==> config.mk <==
export PLATFORM = sky130hd
export DESIGN_NAME = postfix_stack_evaluator_flat
export DESIGN_NICKNAME = d
export VERILOG_FILES = /design/src/rtl/pse_pkg.sv /design/src/rtl/pse_sym_if.sv /design/src/rtl/pse_res_if.sv /design/src/rtl/pse_ram.sv /design/src/rtl/pse_front.sv /design/src/rtl/pse_div.sv /design/src/rtl/pse_back.sv /design/src/rtl/postfix_stack_evaluator.sv /design/src/flat_wrapper.sv
export SDC_FILE = /design/constraint.sdc
export NUM_CORES = 1
export LEC_CHECK = 0
export ABC_AREA = 1
export BUFFER_PORTS_ARGS = -buffer_cell sky130_fd_sc_hd__clkbuf_2
export CORE_AREA = 2 2 251 253
export CTS_BUF_LIST = sky130_fd_sc_hd__clkbuf_4 sky130_fd_sc_hd__clkbuf_8
export CTS_CLUSTER_DIAMETER = 80
export DETAILED_ROUTE_END_ITERATION = 10
export DIE_AREA = 0 0 253 255
export PLACE_DENSITY_LB_ADDON = 0.08
export SLEW_MARGIN = 20
export SYNTH_ARGS = -nofsm -noshare
export SYNTH_HDL_FRONTEND = slang
export SYNTH_HIERARCHICAL = 1
export SYNTH_SLANG_ARGS = --single-unit
export TNS_END_PERCENT = 5
==> constraint.sdc <==
create_clock -name clk -period 4.56 [get_ports clk]
set_input_delay 1.368 -clock clk [delete_from_list [all_inputs] [get_ports clk]]
set_output_delay 1.368 -clock clk [all_outputs]
set_load 0.1 [all_outputs]
==> src/rtl/pse_pkg.sv <==
// types, constants and helpers shared by the postfix stack evaluator
package pse_pkg;

  localparam int STACK_DEPTH = 64;
  localparam int PTR_W       = $clog2(STACK_DEPTH + 1);
  localparam int ADDR_W      = $clog2(STACK_DEPTH);
  localparam int WORD_W      = 8;
  localparam int COUNT_W     = 7;
  localparam int STATUS_W    = 3;
  // power of two, so the queue pointers wrap on their own
  localparam int QUEUE_DEPTH = 2;
  localparam int QPTR_W      = $clog2(QUEUE_DEPTH);
  localparam int QCNT_W      = $clog2(QUEUE_DEPTH + 1);

  localparam logic [7:0] CHAR_ZERO  = 8'h30;
  localparam logic [7:0] CHAR_NINE  = 8'h39;
  localparam logic [7:0] CHAR_PLUS  = 8'h2b;
  localparam logic [7:0] CHAR_MINUS = 8'h2d;
  localparam logic [7:0] CHAR_STAR  = 8'h2a;
  localparam logic [7:0] CHAR_SLASH = 8'h2f;
  localparam logic [7:0] CHAR_CARET = 8'h5e;

  typedef logic [PTR_W-1:0]         ptr_t;
  typedef logic [ADDR_W-1:0]        addr_t;
  typedef logic signed [WORD_W-1:0] word_t;
  typedef logic [COUNT_W-1:0]       count_t;
  typedef logic [QPTR_W-1:0]        qptr_t;
  typedef logic [QCNT_W-1:0]        qcnt_t;

  typedef enum logic [STATUS_W-1:0] {
    ST_OK        = 3'd0,
    ST_UNDERFLOW = 3'd1,
    ST_OVERFLOW  = 3'd2,
    ST_DIV_ZERO  = 3'd3,
    ST_UNKNOWN   = 3'd4
  } status_t;

  typedef enum logic [2:0] {
    OP_DIGIT,
    OP_ADD,
    OP_SUB,
    OP_MUL,
    OP_DIV,
    OP_XOR,
    OP_UNKNOWN
  } op_t;

  typedef struct packed {
    op_t        op;
    logic [3:0] digit;
    logic       last;
  } cmd_t;

  typedef struct packed {
    logic  start;
    word_t dividend;
    word_t divisor;
  } div_req_t;

  typedef enum logic [1:0] {
    BS_IDLE,
    BS_READ,
    BS_DIV,
    BS_DONE
  } back_state_t;

  function automatic cmd_t classify(input logic [7:0] symbol, input logic last);
    cmd_t c;
    logic [7:0] diff;
    c.op    = OP_UNKNOWN;
    c.digit = 4'd0;
    c.last  = last;
    diff    = symbol - CHAR_ZERO;
    if (symbol >= CHAR_ZERO && symbol <= CHAR_NINE) begin
      c.op    = OP_DIGIT;
      c.digit = diff[3:0];
    end else if (symbol == CHAR_PLUS) begin
      c.op = OP_ADD;
    end else if (symbol == CHAR_MINUS) begin
      c.op = OP_SUB;
    end else if (symbol == CHAR_STAR) begin
      c.op = OP_MUL;
    end else if (symbol == CHAR_SLASH) begin
      c.op = OP_DIV;
    end else if (symbol == CHAR_CARET) begin
      c.op = OP_XOR;
    end
    return c;
  endfunction

endpackage

==> src/rtl/pse_sym_if.sv <==
// input channel: one symbol word per handshake
interface pse_sym_if;
  logic       valid;
  logic       ready;
  logic [7:0] symbol;
  logic       end_of_expr;

  modport source (output valid, output symbol, output end_of_expr, input ready);
  modport sink (input valid, input symbol, input end_of_expr, output ready);
endinterface

==> src/rtl/pse_res_if.sv <==
// result channel: one result word per handshake
interface pse_res_if;
  logic                          valid;
  logic                          ready;
  logic signed [7:0]             top_value;
  logic [pse_pkg::COUNT_W-1:0]   stack_count;
  logic [pse_pkg::STATUS_W-1:0]  status;
  logic signed [7:0]             final_value;

  modport source (output valid, output top_value, output stack_count, output status,
                  output final_value, input ready);
  modport sink (input valid, input top_value, input stack_count, input status,
                input final_value, output ready);
endinterface

==> src/rtl/pse_ram.sv <==
// generic single write port ram with registered read
module pse_ram #(
  parameter int WIDTH = 8,
  parameter int DEPTH = 64
) (
  input  logic                     clk,
  input  logic                     we,
  input  logic [$clog2(DEPTH)-1:0] waddr,
  input  logic [WIDTH-1:0]         wdata,
  input  logic [$clog2(DEPTH)-1:0] raddr,
  output logic [WIDTH-1:0]         rdata
);

  logic [WIDTH-1:0] mem [DEPTH];

  always_ff @(posedge clk) begin
    if (we) begin
      mem[waddr] <= wdata;
    end
    rdata <= mem[raddr];
  end

endmodule

==> src/rtl/pse_front.sv <==
// front end: accepts symbol words, classifies them and queues commands
module pse_front (
  input  logic            clk,
  input  logic            rst,
  pse_sym_if.sink         symbols,
  output pse_pkg::cmd_t   q_head,
  output logic            q_valid,
  input  logic            q_ready
);

  pse_pkg::cmd_t  slots [pse_pkg::QUEUE_DEPTH];
  pse_pkg::qptr_t wr_ptr;
  pse_pkg::qptr_t rd_ptr;
  pse_pkg::qcnt_t fill;
  logic           push;
  logic           pop;

  assign symbols.ready = (fill != pse_pkg::qcnt_t'(pse_pkg::QUEUE_DEPTH));
  assign push          = symbols.valid && symbols.ready;
  assign q_valid       = (fill != '0);
  assign pop           = q_valid && q_ready;
  assign q_head        = slots[rd_ptr];

  always_ff @(posedge clk) begin
    if (push) begin
      slots[wr_ptr] <= pse_pkg::classify(symbols.symbol, symbols.end_of_expr);
    end
  end

  always_ff @(posedge clk) begin
    if (rst) begin
      wr_ptr <= '0;
      rd_ptr <= '0;
      fill   <= '0;
    end else begin
      if (push) begin
        wr_ptr <= wr_ptr + pse_pkg::qptr_t'(1);
      end
      if (pop) begin
        rd_ptr <= rd_ptr + pse_pkg::qptr_t'(1);
      end
      unique case ({push, pop})
        2'b10:   fill <= fill + pse_pkg::qcnt_t'(1);
        2'b01:   fill <= fill - pse_pkg::qcnt_t'(1);
        default: fill <= fill;
      endcase
    end
  end

endmodule

==> src/rtl/pse_div.sv <==
// signed 8-bit divider, one quotient bit per cycle, truncates toward zero
module pse_div (
  input  logic              clk,
  input  logic              rst,
  input  pse_pkg::div_req_t req,
  output logic              done,
  output pse_pkg::word_t    quotient
);

  logic [pse_pkg::WORD_W-1:0]         rem;
  logic [pse_pkg::WORD_W-1:0]         quo;
  logic [pse_pkg::WORD_W-1:0]         den;
  logic                               neg;
  logic                               active;
  logic [$clog2(pse_pkg::WORD_W)-1:0] step;
  logic [pse_pkg::WORD_W:0]           shifted;
  logic [pse_pkg::WORD_W:0]           den_ext;
  logic [pse_pkg::WORD_W:0]           diff;
  logic                               fits;

  assign shifted  = {rem, quo[pse_pkg::WORD_W-1]};
  assign den_ext  = {1'b0, den};
  assign diff     = shifted - den_ext;
  assign fits     = (shifted >= den_ext);
  // magnitude 128 negates to itself, which is the wrap the stack expects
  assign quotient = neg ? pse_pkg::word_t'(-quo) : pse_pkg::word_t'(quo);

  always_ff @(posedge clk) begin
    if (req.start) begin
      neg  <= req.dividend[pse_pkg::WORD_W-1] ^ req.divisor[pse_pkg::WORD_W-1];
      quo  <= req.dividend[pse_pkg::WORD_W-1] ? -req.dividend : req.dividend;
      den  <= req.divisor[pse_pkg::WORD_W-1] ? -req.divisor : req.divisor;
      rem  <= '0;
    end else if (active) begin
      rem <= fits ? diff[pse_pkg::WORD_W-1:0] : shifted[pse_pkg::WORD_W-1:0];
      quo <= {quo[pse_pkg::WORD_W-2:0], fits};
    end
  end

  always_ff @(posedge clk) begin
    if (rst) begin
      active <= 1'b0;
      step   <= '0;
      done   <= 1'b0;
    end else begin
      done <= 1'b0;
      if (req.start) begin
        active <= 1'b1;
        step   <= '0;
      end else if (active) begin
        step <= step + 1'b1;
        if (step == '1) begin
          active <= 1'b0;
          done   <= 1'b1;
        end
      end
    end
  end

endmodule

==> src/rtl/pse_back.sv <==
// back end: runs queued commands against the stack and registers each result
module pse_back (
  input  logic          clk,
  input  logic          rst,
  input  pse_pkg::cmd_t q_head,
  input  logic          q_valid,
  output logic          q_ready,
  pse_res_if.source     results
);

  pse_pkg::back_state_t state, state_next;
  pse_pkg::cmd_t        cmd, cmd_next;
  pse_pkg::ptr_t        ptr, ptr_next;
  pse_pkg::word_t       tos, tos_next;
  pse_pkg::word_t       bottom, bottom_next;
  pse_pkg::ptr_t        ptr_new, ptr_new_next;
  pse_pkg::word_t       tos_new, tos_new_next;
  logic                 wr_en, wr_en_next;
  pse_pkg::word_t       wr_data, wr_data_next;
  pse_pkg::status_t     status, status_next;

  pse_pkg::addr_t       rd_addr;
  logic [7:0]           rd_raw;
  pse_pkg::word_t       rd_data;
  logic                 ram_we;
  pse_pkg::div_req_t    div_req;
  logic                 div_done;
  pse_pkg::word_t       div_quot;
  logic                 out_load;
  pse_pkg::word_t       bottom_upd;
  pse_pkg::word_t       alu;

  assign rd_data = pse_pkg::word_t'(rd_raw);

  pse_ram #(
    .WIDTH (pse_pkg::WORD_W),
    .DEPTH (pse_pkg::STACK_DEPTH)
  ) u_stack (
    .clk   (clk),
    .we    (ram_we),
    .waddr (pse_pkg::addr_t'(ptr_new - pse_pkg::ptr_t'(1))),
    .wdata (wr_data),
    .raddr (rd_addr),
    .rdata (rd_raw)
  );

  pse_div u_div (
    .clk      (clk),
    .rst      (rst),
    .req      (div_req),
    .done     (div_done),
    .quotient (div_quot)
  );

  // right operand is the cached top, left operand comes from the ram
  always_comb begin
    unique case (cmd.op)
      pse_pkg::OP_ADD: alu = pse_pkg::word_t'(rd_data + tos);
      pse_pkg::OP_SUB: alu = pse_pkg::word_t'(rd_data - tos);
      pse_pkg::OP_MUL: alu = pse_pkg::word_t'(rd_data * tos);
      pse_pkg::OP_XOR: alu = rd_data ^ tos;
      default:         alu = '0;
    endcase
  end

  assign bottom_upd = (wr_en && ptr_new == pse_pkg::ptr_t'(1)) ? wr_data : bottom;

  always_ff @(posedge clk) begin
    if (rst) begin
      state <= pse_pkg::BS_IDLE;
      ptr   <= '0;
    end else begin
      state <= state_next;
      ptr   <= ptr_next;
    end
  end

  always_ff @(posedge clk) begin
    cmd     <= cmd_next;
    tos     <= tos_next;
    bottom  <= bottom_next;
    ptr_new <= ptr_new_next;
    tos_new <= tos_new_next;
    wr_en   <= wr_en_next;
    wr_data <= wr_data_next;
    status  <= status_next;
  end

  always_comb begin
    state_next       = state;
    cmd_next         = cmd;
    ptr_next         = ptr;
    tos_next         = tos;
    bottom_next      = bottom;
    ptr_new_next     = ptr_new;
    tos_new_next     = tos_new;
    wr_en_next       = wr_en;
    wr_data_next     = wr_data;
    status_next      = status;
    q_ready          = 1'b0;
    ram_we           = 1'b0;
    out_load         = 1'b0;
    div_req.start    = 1'b0;
    div_req.dividend = rd_data;
    div_req.divisor  = tos;
    rd_addr = (q_head.op == pse_pkg::OP_UNKNOWN) ?
              pse_pkg::addr_t'(ptr - pse_pkg::ptr_t'(3)) :
              pse_pkg::addr_t'(ptr - pse_pkg::ptr_t'(2));
    unique case (state)
      pse_pkg::BS_IDLE: begin
        if (q_valid) begin
          q_ready      = 1'b1;
          cmd_next     = q_head;
          ptr_new_next = ptr;
          tos_new_next = (ptr == '0) ? pse_pkg::word_t'(0) : tos;
          wr_en_next   = 1'b0;
          wr_data_next = '0;
          status_next  = pse_pkg::ST_OK;
          state_next   = pse_pkg::BS_DONE;
          if (q_head.op == pse_pkg::OP_DIGIT) begin
            if (ptr >= pse_pkg::ptr_t'(pse_pkg::STACK_DEPTH)) begin
              status_next = pse_pkg::ST_OVERFLOW;
            end else begin
              ptr_new_next = ptr + pse_pkg::ptr_t'(1);
              tos_new_next = pse_pkg::word_t'({4'd0, q_head.digit});
              wr_en_next   = 1'b1;
              wr_data_next = pse_pkg::word_t'({4'd0, q_head.digit});
            end
          end else if (ptr < pse_pkg::ptr_t'(2)) begin
            status_next = pse_pkg::ST_UNDERFLOW;
          end else if (q_head.op == pse_pkg::OP_UNKNOWN) begin
            status_next  = pse_pkg::ST_UNKNOWN;
            ptr_new_next = ptr - pse_pkg::ptr_t'(2);
            tos_new_next = '0;
            if (ptr != pse_pkg::ptr_t'(2)) begin
              state_next = pse_pkg::BS_READ;
            end
          end else begin
            state_next = pse_pkg::BS_READ;
          end
        end
      end
      pse_pkg::BS_READ: begin
        state_next = pse_pkg::BS_DONE;
        if (cmd.op == pse_pkg::OP_UNKNOWN) begin
          tos_new_next = rd_data;
        end else begin
          ptr_new_next = ptr - pse_pkg::ptr_t'(1);
          wr_en_next   = 1'b1;
          if (cmd.op == pse_pkg::OP_DIV) begin
            wr_data_next = '0;
            tos_new_next = '0;
            if (tos == '0) begin
              status_next = pse_pkg::ST_DIV_ZERO;
            end else begin
              div_req.start = 1'b1;
              state_next    = pse_pkg::BS_DIV;
            end
          end else begin
            wr_data_next = alu;
            tos_new_next = alu;
          end
        end
      end
      pse_pkg::BS_DIV: begin
        if (div_done) begin
          wr_data_next = div_quot;
          tos_new_next = div_quot;
          state_next   = pse_pkg::BS_DONE;
        end
      end
      pse_pkg::BS_DONE: begin
        if (!results.valid || results.ready) begin
          out_load    = 1'b1;
          ram_we      = wr_en;
          bottom_next = bottom_upd;
          ptr_next    = cmd.last ? pse_pkg::ptr_t'(0) : ptr_new;
          tos_next    = cmd.last ? pse_pkg::word_t'(0) : tos_new;
          state_next  = pse_pkg::BS_IDLE;
        end
      end
      default: state_next = pse_pkg::BS_IDLE;
    endcase
  end

  // output register
  always_ff @(posedge clk) begin
    if (rst) begin
      results.valid <= 1'b0;
    end else if (out_load) begin
      results.valid <= 1'b1;
    end else if (results.ready) begin
      results.valid <= 1'b0;
    end
  end

  always_ff @(posedge clk) begin
    if (out_load) begin
      results.top_value   <= tos_new;
      results.stack_count <= pse_pkg::count_t'(ptr_new);
      results.status      <= status;
      results.final_value <= (cmd.last && ptr_new != '0) ? bottom_upd :
                             pse_pkg::word_t'(0);
    end
  end

endmodule

==> src/rtl/postfix_stack_evaluator.sv <==
// postfix evaluator top: a digit passes the back end idle and done states, an operator
// on two or more entries also a stack ram read, a division by a non-zero value also the
// one-bit-per-cycle divider; the back end works on one symbol at a time and holds in done
// while a result word stalls; a two-word queue lets input run ahead
// reset (synchronous, active high) empties the stack and the queue; the stack ram is
// not cleared, entries above the stack pointer are never read
module postfix_stack_evaluator (
  input logic        clk,
  input logic        rst,
  pse_sym_if.sink    symbols,
  pse_res_if.source  results
);

  // classified command handed from front to back
  pse_pkg::cmd_t q_head;
  logic          q_valid;
  logic          q_ready;

  // front end: takes a symbol word whenever the queue has room, even while
  // the back end is busy or a result word waits at the output
  pse_front u_front (
    .clk     (clk),
    .rst     (rst),
    .symbols (symbols),
    .q_head  (q_head),
    .q_valid (q_valid),
    .q_ready (q_ready)
  );

  // back end: stack pointer, cached top and bottom, stack ram, divider and
  // the output register; the stack is committed when the result word is loaded
  pse_back u_back (
    .clk     (clk),
    .rst     (rst),
    .q_head  (q_head),
    .q_valid (q_valid),
    .q_ready (q_ready),
    .results (results)
  );

endmodule

==> src/flat_wrapper.sv <==
// flat-port wrapper written by rule: the top's interface ports become plain ports
module postfix_stack_evaluator_flat 
  (clk, rst, symbols_valid, symbols_symbol, symbols_end_of_expr, symbols_ready, results_valid, results_top_value, results_stack_count, results_status, results_final_value, results_ready);
  pse_sym_if symbols_i ();
  pse_res_if results_i ();
  input logic clk;
  input logic rst;
  input wire logic [$bits(symbols_i.valid)-1:0] symbols_valid;
  input wire logic [$bits(symbols_i.symbol)-1:0] symbols_symbol;
  input wire logic [$bits(symbols_i.end_of_expr)-1:0] symbols_end_of_expr;
  output wire logic [$bits(symbols_i.ready)-1:0] symbols_ready;
  output wire logic [$bits(results_i.valid)-1:0] results_valid;
  output wire logic [$bits(results_i.top_value)-1:0] results_top_value;
  output wire logic [$bits(results_i.stack_count)-1:0] results_stack_count;
  output wire logic [$bits(results_i.status)-1:0] results_status;
  output wire logic [$bits(results_i.final_value)-1:0] results_final_value;
  input wire logic [$bits(results_i.ready)-1:0] results_ready;
  assign symbols_i.valid = symbols_valid;
  assign symbols_i.symbol = symbols_symbol;
  assign symbols_i.end_of_expr = symbols_end_of_expr;
  assign symbols_ready = symbols_i.ready;
  assign results_valid = results_i.valid;
  assign results_top_value = results_i.top_value;
  assign results_stack_count = results_i.stack_count;
  assign results_status = results_i.status;
  assign results_final_value = results_i.final_value;
  assign results_i.ready = results_ready;
  postfix_stack_evaluator u_core (.clk(clk), .rst(rst), .symbols(symbols_i), .results(results_i));
endmodule
==> impl_metrics.env, run 1 <==
export IMPL_hp_start="u_core/u_back/status[2]$_SDFFCE_PP0P_"
export IMPL_tightest_slew_ps=995.2
export IMPL_dieArea_um2=64520
export IMPL_ys_async_sr_fraction=0
export IMPL_r2r_slack_ps=310
export IMPL_nNetsFinal=3103
export IMPL_crit_reg2reg_launch="u_core/u_back/u_stack/rdata[2]$_DFF_P_"
export IMPL_synth_ff_type="edfxtp_1"
export IMPL_firstDrtPassIters=6
export IMPL_p_sw_mw=9.643
export IMPL_synth_edf_count=618
export IMPL_fmax_mhz=235.0
export IMPL_port_buffers=40
export IMPL_grt_max_degree=81
export IMPL_drt_initial_drc_count=2220
export IMPL_initial_core_util=0.4928
export IMPL_gp_congestion=0.8756
export IMPL_cp_cell_sequence="nand2_1 -> fa_1 -> inv_1 -> ha_1 -> fa_1 -> inv_1 -> fa_1 -> inv_1 -> ha_1 -> a21oi_1 -> nand2_1 -> xnor2_1 -> nand2_1 -> nand2_1 -> nand3_1 -> nand3_2 -> nand4_2 -> nand3_2 -> a21oi_2"
export IMPL_dpl_hpwl_mm=51.26
export IMPL_leakagePower_nw=13.52
export IMPL_clkPwrFrac=0.225
export IMPL_rows=92
export IMPL_core_region_area_um2=62160
export IMPL_root_buffer="clkbuf_8"
export IMPL_synthesis_nets=2999
export IMPL_avgSynthCellArea_um2=10.51
export IMPL_worst_path_max_fanout=7
export IMPL_fin_skew_ps=28.06
export IMPL_power_total_mw=22.83
export IMPL_grt_pass1_wl_mm=121.9
export IMPL_chipHeight_um=255
export IMPL_peakVddDrop_uv=352.6
export IMPL_hold_violations=0
export IMPL_cts_repair_resize_count=0
export IMPL_first_global_vias=20840
export IMPL_hold_path_class="reg -> reg"
export IMPL_grt_use_met1=0.3635
export IMPL_startpoint_type="register"
export IMPL_cp_common_cell="nand2_1"
export IMPL_slew_viol_final=0
export IMPL_cts_tree="yes"
export IMPL_final_common_cell="nand2_1"
export IMPL_antenna_found_initial=2
export IMPL_avgViaCountPerCell=5.465
export IMPL_path_class="reg -> reg"
export IMPL_post_route_period_util=0.9330
export IMPL_rsz0062_at_grt="false"
export IMPL_internal_power_mw=13.18
export IMPL_htree_num_levels=3
export IMPL_max_stage_delay_ps=550
export IMPL_power_density_nw_per_um2=672.7
export IMPL_combinationalPowerShare=0.415
export IMPL_reg2reg_depth=19
export IMPL_drive_gt1_frac=0.1299
export IMPL_cp_num_buf_inv=3
export IMPL_wl_per_cell_um=20.48
export IMPL_clk_latency_ps=710
export IMPL_grt_overflow_total=0
export IMPL_clk_pin_slew_ps=60
export IMPL_vias=21370
export IMPL_slew_headroom=0.3365
export IMPL_clock_sinks=654
export IMPL_crit_family="adder cells"
export IMPL_synthesis_instances=2914
export IMPL_die_w_um=253
export IMPL_drt_total_wl_mm=80.09
export IMPL_holdPathEnd="u_core/u_back/results.status[2]$_DFFE_PP_"
export IMPL_ioPinCount=41
export IMPL_cts_buffer_depth=3
export IMPL_drc=0
export IMPL_area_growth_pct=10.77
export IMPL_cts_buffers=107
export IMPL_cp_arrival_ps=4690
export IMPL_crit_slowest_cell="fa_1"
export IMPL_holdPathStages=0
export IMPL_setup_viol=0
export IMPL_grt_busiest_layer="met2"
export IMPL_yosys_warnings=6
export IMPL_p_seq_frac=0.359
export IMPL_reg2reg_to="u_core/u_back/tos_new[7]$_DFFE_PP_"
export IMPL_yosys_cell_types_count=67
export IMPL_cap_violations=0
export IMPL_setup_tns_ps=0
export IMPL_fin_crit_ps=4255
export IMPL_synth_area_um2=30630
export IMPL_crit_path_end_kind="register"
export IMPL_synth_yosys_seq_area_share=0.6293
export IMPL_outcome="finished, final reports clean"
export IMPL_postRouteAntennaNets=0
export IMPL_grt_use_total=0.2498
export IMPL_hold_buffers=0
export IMPL_crit_required_ps=5000
export IMPL_synth_seq_cells=654
export IMPL_use_met2=0.3919
export IMPL_cts_setup_buffers=0
export IMPL_switching_share=0.4224
export IMPL_final_cell_mix="891 x nand2_1, 618 x edfxtp_1, 480 x nand3_1"
export IMPL_gr_usage_met3=0.03336
flip-flops by register name (all words and copies together) (netlist names), 8 cells and up, named ones only:
| name | count |
|---|---|
| u_core/u_back/u_stack/mem | 512 |
| u_core/u_front/slots | 16 |
| u_core/u_back/bottom | 8 |
| u_core/u_back/results.final_value | 8 |
| u_core/u_back/results.top_value | 8 |
| u_core/u_back/tos | 8 |
| u_core/u_back/tos_new | 8 |
| u_core/u_back/u_div/den | 8 |
| u_core/u_back/u_div/quo | 8 |
| u_core/u_back/u_div/rem | 8 |
| u_core/u_back/u_stack/rdata | 8 |
| u_core/u_back/wr_data | 8 |
per-stage QoR:
stage	cells	hold WS [ps]	utilization	cell area (um2)	setup slack (ps)
after detailed placement	3708	421.9	0.5107	31740	244.4
after global routing	3909	458.2	0.5459	33930	36.64
after global placement	3708	424.3	0.5107	31740	304.8
after floorplan	2914	400.3	-	30630	417.6
after CTS	3908	437.2	0.5458	33930	218.7
final	3910	434.7	0.5459	33930	305.5
worst register-to-register path, delay by kind of cell (launching register included):
kind	cells	cell delay, ps
buffers and inverters	3	150
DFF	1	470
AOI/OAI and AO/OA	2	240
and+or+nand+nor	8	760
xor gates and xnor gates	1	140
adders and majority gates	5	2240
power by group through the flow:
stage	clock network, mW	logic, mW	registers (mW)
floorplan	0	6.18	8.55
global placement	0	9.33	8.31
detailed placement	0	9.40	8.32
CTS	5.28	9.44	8.20
global route	5.50	10.4	8.24
finish	5.15	9.48	8.20
Yosys cell counts, types with 6 or more instances:
cell type  number  area, um2
buf_2          43      215.2
mux2_1          8      90.09
xnor2_1        15      131.4
nand3b_1        8      60.06
buf_6          41      461.7
buf_1           8      30.03
nand2_2        17      106.4
nand2_1       891       3344
a21oi_1        53      265.3
xor2_1         34      297.8
dfxtp_1        36      720.7
o21ai_1         9      45.04
or2_2           6      37.54
clkbuf_1       25      93.84
fa_1           14      280.3
nor2_1        136      510.5
nand4_1        16      100.1
nor3_1          8      40.04
ha_1           58      725.7
buf_4          20      150.1
inv_1         202      758.2
nand3_2         7      70.07
edfxtp_1      618      18560
a211oi_1        8      60.06
nor2_4          7      78.83
inv_2          16      60.06
o21ai_0        47      235.2
nand3_1       480       2402
nor4_1         10      62.56
final cells by class:
class	count	area, um2
Sequential cell	654	19280
Clock inverter	41	257.7
Clock buffer	159	1926
Fill cell	5510	28230
Antenna cell	2	5.005
Timing Repair Buffer	137	1054
Tap cell	799	999.7
Multi-Input combinational cell	1894	9559
Inverter	224	852.1
worst max-delay path by stage:
stage	start	to	slack (ps)	cells after the start
2_1_floorplan	results_ready	u_core/u_back/ptr[0]$_SDFFE_PP0P_	420	6
3_3_place_gp	u_core/u_back/u_stack/rdata[3]$_DFF_P_	u_core/u_back/tos_new[7]$_DFFE_PP_	300	20
3_5_place_dp	u_core/u_back/u_stack/rdata[3]$_DFF_P_	u_core/u_back/tos_new[7]$_DFFE_PP_	240	20
4_1_cts	u_core/u_back/u_stack/rdata[3]$_DFF_P_	u_core/u_back/tos_new[7]$_DFFE_PP_	220	20
5_1_grt	u_core/u_back/u_stack/rdata[2]$_DFF_P_	u_core/u_back/wr_data[7]$_DFFE_PP_	40	19
6_report	u_core/u_back/u_stack/rdata[2]$_DFF_P_	u_core/u_back/tos_new[7]$_DFFE_PP_	310	19
metal layers:
layer	wire length, um	vias to the layer above	part of all wire
li1	-	10160	-
met1	36180	10310	0.45
met2	36450	758	0.46
met4	1824	2	0.023
met3	5613	132	0.070
met5	13	-	0.00016
cell families (layout without fill, tap and decap cells):
kind of cell             Yosys count  count (layout)  share of synthesized area
AO/OA/AOI/OAI                    160             160                    0.03157
flip-flops                       654             654                     0.6293
XOR/XNOR                          49              49                    0.01401
buffers and inverters            366             561                    0.06045
adder cells (fa/ha/maj)           72              72                    0.03284
multiplexers                       8               8                   0.002941
AND/OR/NAND/NOR                 1605            1605                     0.2289
other                              0               2                          0
Power figures use the tool's default switching activity.
==> run 2, diff against run 1 <==
--- a/config.mk
+++ b/config.mk
@@ -12,7 +12,7 @@
 export CTS_CLUSTER_DIAMETER = 80
 export DETAILED_ROUTE_END_ITERATION = 10
 export DIE_AREA = 0 0 253 255
-export PLACE_DENSITY_LB_ADDON = 0.08
+export PLACE_DENSITY = 0.73
 export SLEW_MARGIN = 20
 export SYNTH_ARGS = -nofsm -noshare
 export SYNTH_HDL_FRONTEND = slang
==> constraint.sdc (replaced) <==
create_clock -name clk -period 5.3 [get_ports clk]
set_input_delay 1.59 -clock clk [delete_from_list [all_inputs] [get_ports clk]]
set_output_delay 1.59 -clock clk [all_outputs]
set_load 0.1 [all_outputs]
==> impl_metrics.env, run 2 (synthesis gave the netlist of run 1 again) <==
export IMPL_area_growth_pct=9.586
export IMPL_dpl_hpwl_mm=47.69
export IMPL_grt_use_total=0.2339
export IMPL_n_fill_cell=5213
export IMPL_final_common_cell="nand2_1"
export IMPL_hp_start="u_core/u_back/status[0]$_SDFFCE_PP1P_"
export IMPL_drive_gt1_frac=0.1142
export IMPL_cts_buffers=100
export IMPL_rows=92
export IMPL_drt_total_wl_mm=75.98
export IMPL_holdPathEnd="u_core/u_back/results.status[0]$_DFFE_PP_"
export IMPL_power_density_nw_per_um2=579.8
export IMPL_largest_register="u_core/u_back/u_stack/mem"
export IMPL_cts_tree="yes"
export IMPL_first_global_vias=20920
export IMPL_cts_buffer_depth=3
export IMPL_cp_arrival_ps=4970
export IMPL_post_route_period_util=0.8544
export IMPL_initial_core_util=0.4928
export IMPL_setup_viol=0
export IMPL_port_buffers=40
export IMPL_cap_violations=0
export IMPL_grt_pass1_wl_mm=115.7
export IMPL_cts_repair_resize_count=0
export IMPL_cts_setup_buffers=0
export IMPL_r2r_slack_ps=770
export IMPL_firstDrtPassIters=6
export IMPL_final_cell_mix="891 x nand2_1, 618 x edfxtp_1, 480 x nand3_1"
export IMPL_reg2reg_to="u_core/u_back/tos_new[7]$_DFFE_PP_"
export IMPL_dieArea_um2=64520
export IMPL_root_buffer="clkbuf_8"
export IMPL_peakVddDrop_uv=646.3
export IMPL_ioPinCount=41
export IMPL_fin_skew_ps=69.60
export IMPL_die_w_um=253
export IMPL_avgViaCountPerCell=5.627
export IMPL_reg2reg_depth=20
export IMPL_setup_tns_ps=0
export IMPL_drt_initial_drc_count=2633
export IMPL_crit_required_ps=5750
export IMPL_slew_viol_final=0
export IMPL_holdPathStages=0
export IMPL_hold_violations=0
export IMPL_hold_buffers=0
export IMPL_crit_start="u_core/u_back/u_stack/rdata[3]$_DFF_P_"
export IMPL_vias=21740
export IMPL_antenna_found_initial=1
export IMPL_largestRegisters="u_core/u_back/u_stack/mem (512), u_core/u_front/slots (16)"
export IMPL_slew_headroom=0.2265
export IMPL_final_core_util=0.5401
export IMPL_tightest_slew_ps=1159
export IMPL_nNetsFinal=3064
export IMPL_fin_crit_ps=4528
export IMPL_grt_max_degree=257
export IMPL_clk_latency_ps=730
export IMPL_clock_sinks=654
export IMPL_leakagePower_nw=13.26
export IMPL_power_total_mw=19.46
export IMPL_fmax_mhz=220.8
export IMPL_worst_path_max_fanout=10
export IMPL_grt_use_met1=0.3064
export IMPL_largest_reg_flops=512
export IMPL_hold_path_class="reg -> reg"
export IMPL_chipHeight_um=255
export IMPL_startpoint_type="register"
export IMPL_crit_path_end_kind="register"
export IMPL_rsz0062_at_grt="false"
export IMPL_outcome="finished, final reports clean"
export IMPL_crit_reg2reg_launch="u_core/u_back/u_stack/rdata[3]$_DFF_P_"
export IMPL_clk_pin_slew_ps=70
export IMPL_core_region_area_um2=62160
export IMPL_gp_congestion=0.9317
export IMPL_drc=0
export IMPL_grt_overflow_total=0
export IMPL_wl_per_cell_um=19.66
export IMPL_gr_usage_met3=0.04861
export IMPL_htree_num_levels=3
export IMPL_path_class="reg -> reg"
export IMPL_use_met2=0.3786
export IMPL_postRouteAntennaNets=0
export IMPL_grt_busiest_layer="met2"
## run 2: cell count changes in the layout (fill, tap and decap cells not counted), moves of 2 or more
cell        delta
clkinv_2       -2
inv_6          -2
clkinv_1       +8
clkbuf_4      -19
clkinvlp_4     +4
inv_12         +2
bufinv_16      +7
buf_4         -24
clkinv_4       +2
buf_12         -8
clkbuf_8      -12
## run 2: metrics by stage
stage | std cells | hold slack, ps | cell area [um2] | setup WS (ps)
detailed placement | 3676 | 411.0 | 31400 | 810.6
global placement | 3676 | 404.9 | 31400 | 844.4
finish | 3864 | 423.5 | 33570 | 771.5
floorplan | 2914 | 400.3 | 30630 | 935.6
global route | 3864 | 437.4 | 33570 | 489.1
CTS | 3863 | 426.2 | 33570 | 765.8
## run 2: report_power, final
part / switching, mW / internal (mW)
clock network: 1.99 / 2.47
logic: 5.81 / 2.11
registers: 0.415 / 6.68
total: 8.22 / 11.2
## run 2: worst max-delay path: stages (launching register included)
cell	delay [ps]
dfxtp_1	590
ha_1	230
inv_1	50
fa_1	500
inv_1	40
ha_1	290
fa_1	540
inv_1	60
fa_1	530
inv_1	50
ha_1	330
a21oi_1	190
nand2_1	110
xnor2_1	150
nand2_1	60
nand2_1	90
nand3_1	100
nand3_2	110
nand4_2	90
nand3_2	90
a21oi_2	60
## run 2: area by class of cell
cell class / count / area, um2 / area share
Sequential cell: 654 / 19280 / 0.5743
Multi-Input combinational cell: 1894 / 9559 / 0.2848
Clock buffer: 128 / 1618 / 0.04819
Tap cell: 799 / 999.7 / 0.02978
Inverter: 224 / 853.3 / 0.02542
Timing Repair Buffer: 105 / 713.2 / 0.02124
Clock inverter: 59 / 545.5 / 0.01625
Antenna cell: 1 / 2.502 / 0.00007454
## run 2: worst max-delay path by stage
stage / to / slack (ps) / cells after the start
final: u_core/u_back/tos_new[7]$_DFFE_PP_ / 770 / 20
after detailed placement: u_core/u_back/tos_new[7]$_DFFE_PP_ / 810 / 20
after global routing: u_core/u_back/wr_data[7]$_DFFE_PP_ / 490 / 20
after global placement: u_core/u_back/wr_data[7]$_DFFE_PP_ / 840 / 20
after CTS: u_core/u_back/tos_new[7]$_DFFE_PP_ / 770 / 20
after floorplan: u_core/u_back/ptr[0]$_SDFFE_PP0P_ / 940 / 6
## run 2: metal layers
| layer | wire length (um) | share of wire |
|---|---|---|
| met4 | 2872 | 0.038 |
| met5 | 0 | 0 |
| met3 | 7153 | 0.094 |
| met1 | 30240 | 0.40 |
| met2 | 35710 | 0.47 |
==> run 3, diff against run 2 <==
--- a/config.mk
+++ b/config.mk
@@ -7,12 +7,12 @@
 export LEC_CHECK = 0
 export ABC_AREA = 1
 export BUFFER_PORTS_ARGS = -buffer_cell sky130_fd_sc_hd__clkbuf_2
-export CORE_AREA = 2 2 251 253
-export CTS_BUF_LIST = sky130_fd_sc_hd__clkbuf_4 sky130_fd_sc_hd__clkbuf_8
+export CORE_AREA = 2 2 299 301
+export CTS_BUF_LIST = sky130_fd_sc_hd__clkbuf_2 sky130_fd_sc_hd__clkbuf_4 sky130_fd_sc_hd__clkbuf_8
 export CTS_CLUSTER_DIAMETER = 80
 export DETAILED_ROUTE_END_ITERATION = 10
-export DIE_AREA = 0 0 253 255
-export PLACE_DENSITY = 0.73
+export DIE_AREA = 0 0 301 303
+export PLACE_DENSITY = 0.57
 export SLEW_MARGIN = 20
 export SYNTH_ARGS = -nofsm -noshare
 export SYNTH_HDL_FRONTEND = slang
==> impl_metrics.env, run 3 (synthesis gave the netlist of run 1 again) <==
export IMPL_outcome="finished, final reports clean"
export IMPL_largest_reg_flops=512
export IMPL_clock_sinks=654
export IMPL_path_class="reg -> reg"
export IMPL_multi_input_area_um2=9564
export IMPL_vias=20980
export IMPL_holdPathStages=0
export IMPL_setup_viol=0
export IMPL_cap_violations=0
export IMPL_cp_arrival_ps=4980
export IMPL_antenna_found_initial=1
export IMPL_postRouteAntennaNets=0
export IMPL_grt_overflow_total=0
export IMPL_crit_required_ps=5760
export IMPL_clk_latency_ps=740
export IMPL_final_common_cell="nand2_1"
export IMPL_tightest_slew_ps=1155
export IMPL_startpoint_type="register"
export IMPL_clk_pin_slew_ps=60
export IMPL_root_buffer="clkbuf_8"
export IMPL_die_w_um=301
export IMPL_stdcell_area_um2=34290
export IMPL_setup_tns_ps=0
export IMPL_rsz0062_at_grt="false"
export IMPL_grt_max_degree=129
export IMPL_drc=0
export IMPL_initial_core_util=0.3482
export IMPL_wl_met3_mm=4.522
export IMPL_regArea_um2=19280
export IMPL_slew_viol_final=0
export IMPL_hold_violations=0
export IMPL_largestRegisters="u_core/u_back/u_stack/mem (512), u_core/u_front/slots (16)"
export IMPL_gp_congestion=0.8716
export IMPL_final_cell_mix="891 x nand2_1, 618 x edfxtp_1, 480 x nand3_1"
export IMPL_cts_tree="yes"
export IMPL_leakagePower_nw=13.49
export IMPL_final_core_util=0.3899
export IMPL_wirelength_met1_mm=35.59
export IMPL_nNetsFinal=3102
export IMPL_chipHeight_um=303
export IMPL_peakVddDrop_uv=413.6
export IMPL_drive_gt1_frac=0.1297
export IMPL_dpl_hpwl_mm=48.27
export IMPL_grt_pass1_wl_mm=121.6
export IMPL_grt_use_total=0.1729
export IMPL_timing_final_ws_setup_ps=776.6
export IMPL_crit_path_end_kind="register"
export IMPL_drt_initial_drc_count=1826
export IMPL_cts_buffer_depth=3
export IMPL_hold_ws_ps=439.9
export IMPL_core_region_area_um2=87970
export IMPL_cts_repair_resize_count=0
export IMPL_worst_path_max_fanout=11
export IMPL_rows=109
export IMPL_power_density_nw_per_um2=567.4
export IMPL_fin_crit_ps=4523
export IMPL_fmax_mhz=221.1
export IMPL_hold_buffers=0
export IMPL_post_route_period_util=0.8535
export IMPL_htree_num_levels=3
export IMPL_area_growth_pct=11.95
export IMPL_n_fill_cell=8536
export IMPL_top_layer_used="met4"
export IMPL_place_area_um2=32140
export IMPL_wl_met2_mm=36.72
export IMPL_dieArea_um2=91200
export IMPL_place_ws_ps=842.7
export IMPL_firstDrtPassIters=5
export IMPL_cts_buffers=104
export IMPL_hold_path_class="reg -> reg"
export IMPL_port_buffers=40
export IMPL_fin_skew_ps=54.14
export IMPL_cts_setup_buffers=0
export IMPL_drt_total_wl_mm=79.09
export IMPL_largest_register="u_core/u_back/u_stack/mem"
export IMPL_ioPinCount=41
export IMPL_wl_per_cell_um=18.54
export IMPL_slew_headroom=0.2288
export IMPL_first_global_vias=20280
export IMPL_avgViaCountPerCell=4.918
export IMPL_reg2reg_depth=19
[run 3: cell count changes in the layout (fill, tap and decap cells not counted), moves of 2 or more]
cell / before / now
clkinv_1: 35 / 20
clkinv_4: 2 / 0
clkinv_2: 9 / 16
clkinvlp_4: 5 / 2
buf_12: 2 / 4
clkbuf_8: 105 / 110
buf_4: 63 / 94
clkbuf_4: 23 / 37
bufinv_16: 9 / 4
[run 3: worst max-delay path, stage by stage, from the launching register on]
cell and delay [ps]:
dfxtp_1 640, nand2_1 150, fa_1 440, inv_1 90, fa_1 400, fa_1 490, inv_1 50, fa_1 550
inv_1 50, ha_1 320, a21oi_1 170, nand2_1 110, xnor2_1 140, nand2_1 60, nand2_1 90, nand3_1 100
nand3_2 130, nand4_2 90, nand3_2 90, a21oi_2 60
[run 3: final cells by class]
class	instances	share of cell area
Tap cell	1165	0.04250
Timing Repair Buffer	139	0.02955
Antenna cell	1	0.00007297
Inverter	224	0.02492
Clock buffer	147	0.05225
Clock inverter	42	0.009668
Sequential cell	654	0.5622
Multi-Input combinational cell	1894	0.2789
[run 3: metal layers]
metal  global-route usage  up-vias
met2               0.2781      633
li1                     -    10170
met1               0.2368    10040
met4              0.06574        0
met3              0.02556      138
met5                    0        -
[run 3: report_power, final]
group	switching (mW)	leakage, nW	internal (mW)
clock network	2.01	1.13	2.39
registers	0.371	5.91	6.68
logic	5.88	6.45	2.13
[run 3: final timing paths]
check                                         start                                   endpoint  slack (ps)
max          u_core/u_back/u_stack/rdata[1]$_DFF_P_         u_core/u_back/tos_new[7]$_DFFE_PP_         780
min           u_core/u_back/status[1]$_SDFFCE_PP1P_  u_core/u_back/results.status[1]$_DFFE_PP_         440
max reg2reg  u_core/u_back/u_stack/rdata[1]$_DFF_P_         u_core/u_back/tos_new[7]$_DFFE_PP_         780
min reg2reg   u_core/u_back/status[1]$_SDFFCE_PP1P_  u_core/u_back/results.status[1]$_DFFE_PP_         440
[run 3: per-stage QoR]
| step | power (mW) | std cells |
|---|---|---|
| after floorplan | 12.68 | 2914 |
| after global placement | 15.13 | 4075 |
| after detailed placement | 15.15 | 4075 |
| after CTS | 19.59 | 4264 |
| after global routing | 20.71 | 4266 |
| final | 19.46 | 4266 |
